$ cat src/pe_pkg.sv
// ----------------------------------------------------------------------------
// pe_pkg
// Shared types and constants for the polynomial evaluator.
// ----------------------------------------------------------------------------
package pe_pkg;

    localparam int MAX_TERMS_DEFAULT = 16;
    localparam int COEF_W            = 32;
    localparam int ACC_W             = 64;
    localparam int DEG_W             = 4;

    localparam logic OP_LOAD = 1'b0;
    localparam logic OP_EVAL = 1'b1;

    typedef logic signed [COEF_W-1:0] coef_t;
    typedef logic        [ACC_W-1:0]  acc_t;

endpackage

$ cat src/pe_mac_unit.sv
// ----------------------------------------------------------------------------
// pe_mac_unit
// One Horner step acc * x + c, modulo 2^64, on a shared 32x32 multiplier.
// First phase forms the low partial product, second phase the high one.
// ----------------------------------------------------------------------------
module pe_mac_unit
    import pe_pkg::*;
(
    input  logic  clk,
    input  logic  lo_phase,
    input  acc_t  acc,
    input  coef_t x,
    input  coef_t coef,
    output acc_t  acc_next
);

    logic [COEF_W-1:0]   mul_a;
    logic [2*COEF_W-1:0] prod;
    logic [2*COEF_W-1:0] lo_prod_reg;
    logic [COEF_W-1:0]   hi_part;
    logic [COEF_W-1:0]   corr;

    assign mul_a = lo_phase ? acc[COEF_W-1:0] : acc[ACC_W-1:COEF_W];
    assign prod  = {{COEF_W{1'b0}}, mul_a} * {{COEF_W{1'b0}}, x[COEF_W-1:0]};

    always_ff @(posedge clk)
    begin
        if (lo_phase)
        begin
            lo_prod_reg <= prod;
        end
    end

    // negative x: subtract acc_lo from the upper half
    assign corr     = x[COEF_W-1] ? acc[COEF_W-1:0] : '0;
    assign hi_part  = prod[COEF_W-1:0] - corr;
    assign acc_next = lo_prod_reg + {hi_part, {COEF_W{1'b0}}}
                    + {{(ACC_W-COEF_W){coef[COEF_W-1]}}, coef};

endmodule

$ cat src/polynomial_evaluator.sv
// ----------------------------------------------------------------------------
// polynomial_evaluator
// Coefficient table with Horner-rule evaluation, 64-bit wrapping result.
// ----------------------------------------------------------------------------
// A load transaction (opcode 0) writes one coefficient and gives no result.
// An evaluate transaction (opcode 1) clamps the degree to MAX_TERMS - 1; each
// Horner step passes twice through the single shared 32x32 multiplier, low
// partial product then high partial product with the add. in_ready is low
// while an evaluation runs. The result sits in an output register, so the
// next transaction is taken while it waits; a finishing evaluation holds only
// if the previous result has not been taken. Coefficients never loaded read
// as undefined.
// ----------------------------------------------------------------------------
module polynomial_evaluator
    import pe_pkg::*;
#(
    parameter int MAX_TERMS = MAX_TERMS_DEFAULT
)
(
    input  logic               clk,
    input  logic               rst_n,
    input  logic               cfg_wr_en,
    input  logic [DEG_W-1:0]   cfg_wr_data,
    input  logic               in_valid,
    output logic               in_ready,
    input  logic               opcode,
    input  logic [DEG_W-1:0]   coef_index,
    input  coef_t              coef_value,
    input  coef_t              eval_point,
    output logic               out_valid,
    input  logic               out_ready,
    output logic signed [ACC_W-1:0] poly_value
);

    localparam int IDX_W = (MAX_TERMS > 1) ? $clog2(MAX_TERMS) : 1;

    localparam logic [1:0] S_IDLE = 2'd0;
    localparam logic [1:0] S_LO   = 2'd1;
    localparam logic [1:0] S_HI   = 2'd2;

    logic [1:0]       state_reg;
    logic [1:0]       state_next;
    logic [DEG_W-1:0] degree_reg;
    logic [IDX_W-1:0] k_reg;
    logic [IDX_W-1:0] k_next;
    logic [IDX_W-1:0] top;
    logic [IDX_W-1:0] wr_addr;
    acc_t             acc_reg;
    acc_t             acc_next;
    coef_t            x_reg;
    coef_t            coef_reg;
    logic             out_valid_reg;
    acc_t             poly_value_reg;
    logic             in_fire;
    logic             out_load;
    logic             load_ok;

    coef_t coef_mem [MAX_TERMS];

    assign in_ready  = (state_reg == S_IDLE);
    assign in_fire   = in_valid && in_ready;
    assign out_valid = out_valid_reg;
    assign poly_value = poly_value_reg;

    assign top     = (int'(degree_reg) > MAX_TERMS - 1) ? IDX_W'(MAX_TERMS - 1)
                                                       : IDX_W'(degree_reg);
    assign wr_addr = IDX_W'(coef_index);
    assign load_ok = int'(coef_index) < MAX_TERMS;
    assign out_load = (state_reg == S_HI) && (k_reg == '0)
                   && (!out_valid_reg || out_ready);

    pe_mac_unit u_mac (
        .clk      (clk),
        .lo_phase (state_reg == S_LO),
        .acc      (acc_reg),
        .x        (x_reg),
        .coef     (coef_reg),
        .acc_next (acc_next)
    );

    always_comb
    begin
        state_next = state_reg;
        k_next     = k_reg;
        unique case (state_reg)
            S_IDLE:
            begin
                if (in_fire && opcode == OP_EVAL)
                begin
                    state_next = S_LO;
                    k_next     = top;
                end
            end
            S_LO:
            begin
                state_next = S_HI;
            end
            S_HI:
            begin
                if (k_reg != '0)
                begin
                    state_next = S_LO;
                    k_next     = k_reg - 1'b1;
                end
                else if (out_load)
                begin
                    state_next = S_IDLE;
                end
            end
            default:
            begin
                state_next = S_IDLE;
            end
        endcase
    end

    always_ff @(posedge clk or negedge rst_n)
    begin
        if (!rst_n)
        begin
            state_reg     <= S_IDLE;
            degree_reg    <= '0;
            k_reg         <= '0;
            out_valid_reg <= 1'b0;
        end
        else
        begin
            state_reg <= state_next;
            k_reg     <= k_next;
            if (cfg_wr_en)
            begin
                degree_reg <= cfg_wr_data;
            end
            if (out_load)
            begin
                out_valid_reg <= 1'b1;
            end
            else if (out_ready)
            begin
                out_valid_reg <= 1'b0;
            end
        end
    end

    always_ff @(posedge clk)
    begin
        if (in_fire && opcode == OP_LOAD && load_ok)
        begin
            coef_mem[wr_addr] <= coef_value;
        end
        if (state_reg == S_LO)
        begin
            coef_reg <= coef_mem[k_reg];
        end
    end

    always_ff @(posedge clk)
    begin
        if (in_fire)
        begin
            x_reg   <= eval_point;
            acc_reg <= '0;
        end
        else if (state_reg == S_HI && k_reg != '0)
        begin
            acc_reg <= acc_next;
        end
        if (out_load)
        begin
            poly_value_reg <= acc_next;
        end
    end

    a_eval_starts: assert property (@(posedge clk) disable iff (!rst_n)
        (in_fire && opcode == OP_EVAL) |=> (state_reg == S_LO))
        else $error("evaluate transaction did not start the sequencer");

    a_lo_then_hi: assert property (@(posedge clk) disable iff (!rst_n)
        (state_reg == S_LO) |=> (state_reg == S_HI))
        else $error("low product phase not followed by high phase");

    a_busy_not_ready: assert property (@(posedge clk) disable iff (!rst_n)
        (state_reg != S_IDLE) |-> !in_ready)
        else $error("ready raised during evaluation");

    a_result_held: assert property (@(posedge clk) disable iff (!rst_n)
        (out_valid && !out_ready) |=> (out_valid && $stable(poly_value)))
        else $error("pending result lost or changed");

endmodule
$ cat config.mk
export PLATFORM = sky130hd
export DESIGN_NAME = polynomial_evaluator
export DESIGN_NICKNAME = d
export VERILOG_FILES = /design/src/pe_pkg.sv /design/src/pe_mac_unit.sv /design/src/polynomial_evaluator.sv
export SDC_FILE = /design/constraint.sdc
export NUM_CORES = 2
export LEC_CHECK = 0
export BUFFER_PORTS_ARGS = -buffer_cell sky130_fd_sc_hd__buf_2
export CORE_MARGIN = 5
export CORE_UTILIZATION = 45
export CTS_BUF_LIST = sky130_fd_sc_hd__clkbuf_4
export DETAILED_ROUTE_END_ITERATION = 7
export PLACE_DENSITY = 0.62
export SYNTH_ARGS = -nofsm -noshare
export SYNTH_HDL_FRONTEND = slang
export SYNTH_SLANG_ARGS = --single-unit
$ cat constraint.sdc
create_clock -name clk -period 22.8 [get_ports clk]
set_input_delay 4.56 -clock clk [delete_from_list [all_inputs] [get_ports clk]]
set_output_delay 4.56 -clock clk [all_outputs]
set_load 0.01 [all_outputs]
==> summary.md <==
| Metric | Value |
|---|---|
| DP Cell Count | `8022` |
| Vias in the first global route | `47290` |
| ANT nets after route | `0` |
| GRT overflow | `0` |
| DR WL/cell | `between 20 and 25 um` |
| Worst hold path cell count | `2` |
| DRC Markers | `0` |
| Drt initial violations | `between 3000 and 4000` |
| First-pass GRT wire length | `about 290000 um` |
| RSZ-0062 raised after global routing | `no` |
| Final instance area | `about 0.073 mm2` |
| Storage cell area | `approximately 0.023 mm2` |
| Worst slew pin tran | `about 1.0 ns` |
| Detailed Routing Iterations Pass 1 | `5` |
| Core Util, Final | `about 50%` |
| Maxcap violations | `0` |
| Largest register FFs | `between 500 and 600` |
| Area Growth Syn to Fin | `8.207%` |
| CTS Root Cell | `clkbuf_4` |
| Setup-failing EPs final | `0` |
| Status | `finished clean` |
| IO Port Bufs | `approximately 140` |
| Final period utilization | `55.70%` |
| # hold bufs at CTS | `0` |
| Fillers | `~14000` |
| Layout cells sized above 1 | `11.27%` |
| CTS tree | `done` |
| IO Pins | `between 100 and 150` |
| Ys async rst share | `under 10%` |
| Critical path's slowest cell | `mux2_2` |
| DIE WIDTH | `a little under 400 um` |
| H-tree levels | `4` |
| Crit path kind | `flip-flop to flip-flop` |
| Clock latency on the worst-skew pair | `roughly 1.3 ns` |
| Min Tclk post-route | `between 10 and 15 ns` |
| CP dominant cell by count | `fa_1` |
| CTS resizes | `0` |
| Non-filler instance count after layout | `~8400` |
| Final Hold Viols | `0` |
| Worst hold-check path type | `flip-flop to flip-flop` |
| Register area share after synthesis | `about a third` |
| Final nets | `between 7000 and 8000` |
| # clock sinks | `a little under 800` |
| DRT Wirelength | `roughly 190000 um` |
| Relative slew slack | `30.56%` |
| Worst-path clk slew | `roughly 0.070 ns` |
| Core ar. | `~0.15 mm2` |
| Die area | `0.1578 mm2` |
| Setup TNS | `0 ns` |
| CP arrival | `~14 ns` |
| Post-Synthesis Cell Area | `a little under 0.07 mm2` |
| DR vias | `around 46000` |
| Synth Instances | `around 6100` |
| Postcts setup bufs | `0` |
| RePlAce Congestion | `0.9642` |
| Die Y-Extent | `approximately 400 um` |
| Most flops, register | `coef_mem` |
| Startpoint types | `flip-flop` |
| Initial Util | `45.16%` |
| Post-synth EDFFs | `roughly 700` |
| Via density | `5.444` |
| Std cell rows | `about 140` |
| Peak Freq | `78.75 MHz` |
| Syn_nets | `between 7000 and 8000` |
| Critical Path Sink Type | `flip-flop` |
| Placed cell areas | `around 0.07 mm2` |
| TritonCTS Buffers | `207` |
| Most common flop cell mapped by yosys | `edfxtp_1` |
| Cell depth of the worst flop-to-flop path | `between 40 and 50` |
| Post-synthesis register bit count | `roughly 780` |
| Synth cell types | `87` |
| Dominant cell type by area after synthesis | `edfxtp_1` |
| Syn avg cell area | `11.07 um2` |
| Yosys warnings | `0` |
| Largest net degree at the start of global routing | `66` |
| WP data required | `~24 ns` |
| CTS max path bufs | `3` |
| Area of the multi-input gates | `about 0.04 mm2` |
| Critical path peak fanout | `34` |
| Post-DP HPWL | `134000 um` |
| Top-area cell type share of the netlist area | `a little under a third` |
| Initial antenna violation count | `17` |
| Gr usage total | `24.25%` |
| Crit-path max cell delay | `roughly 0.70 ns` |
| Setup Skew | `around 0.14 ns` |
| Synth area leaders | `edfxtp_1 (31%), fa_1 (28%), ha_1 (7.2%)` |
| Final Slew Violations | `0` |
==> per-layer routing <==
layer	routed length [um]	GRT usage, %
met4	3930	5.719
met3	17760	5.935
met5	32	0
met1	82850	35.31
met2	83900	36.89
==> cell usage in the layout, fill, tap and decap left out, drive strengths merged, types with 68 or more instances in the layout <==
| cell | count |
|---|---|
| mux2i | 128 |
| nand2 | 939 |
| fa | 929 |
| a21oi | 235 |
| buf | 217 |
| nor2 | 121 |
| and2 | 383 |
| ha | 389 |
| edfxtp | 704 |
| o21ai | 128 |
| clkbuf | 312 |
| xnor2 | 88 |
| xor2 | 68 |
| a21o | 68 |
| inv | 1026 |
==> Yosys cell counts, types with 12 or more instances <==
library cell	instances
nand2b_1	25
a31oi_1	16
mux4_2	64
nand4_1	26
nand3_1	37
clkbuf_1	276
inv_1	1017
a221oi_1	36
and3_1	25
ha_1	389
a22oi_1	32
mux2i_1	128
xor2_1	68
o21bai_1	25
dfxtp_1	64
nor3_1	25
a21oi_1	233
a21o_1	68
nor2_1	121
buf_1	24
and2_1	383
o21ai_0	123
fa_1	929
a211oi_1	18
o211ai_1	12
mux2_2	36
edfxtp_1	704
nor2b_1	21
nand2_1	939
xnor2_1	87
==> final timing paths <==
check	from	end	slack, ns
max	state_reg[1]	acc_reg[63]	10.10
min reg2reg	acc_reg[52]	acc_reg[52]	0.46
max in group asynchronous	rst_n	k_reg[1]	19.27
min	acc_reg[52]	acc_reg[52]	0.46
max reg2reg	state_reg[1]	acc_reg[63]	10.10
min in group asynchronous	rst_n	degree_reg[3]	3.22
==> area by class of cell <==
| type | count | share of cell area (%) |
|---|---|---|
| flip-flops and latches | 779 | 31.09 |
| clock inverters | 52 | 0.5209 |
| clock buffers | 312 | 3.208 |
| repair buffers | 217 | 1.758 |
| diodes | 10 | 0.03427 |
| multi-input cells | 3992 | 54.69 |
| well taps | 2016 | 3.455 |
| inverters | 1018 | 5.240 |
==> logic make-up (layout without fill, tap and decap cells) <==
kind of cell,count (synthesis),count (layout),synth area share (%)
compound gates,656,656,6.327
mux,228,228,4.635
xor+xnor,157,157,2.069
flops,779,779,33.63
simple gates,1633,1633,11.16
other cells,0,10,0
buf+inv,1325,1599,7.396
fa+ha+maj,1318,1318,34.77
==> metrics by stage <==
stage	worst slack [ns]	hold WS, ns
after detailed placement	10.30	0.4453
after floorplan	11.46	0.4306
after global routing	9.500	0.4745
final	10.10	0.4551
after global placement	10.49	0.4398
after CTS	10.27	0.4560
==> critical path, delay by kind of cell (launching register included) <==
| family | cells | cell delay (ns) |
|---|---|---|
| buffers and inverters | 6 | 0.75 |
| and+or+nand+nor | 7 | 1.54 |
| DFF | 1 | 0.46 |
| adders and majority gates | 12 | 5.15 |
| xor gates and xnor gates | 3 | 0.97 |
| AOI/OAI and AO/OA | 15 | 3.01 |
| muxes | 1 | 0.70 |
Power is not shown: default switching activity piles up to over one toggle a cycle in this logic, so the estimate is an artifact.
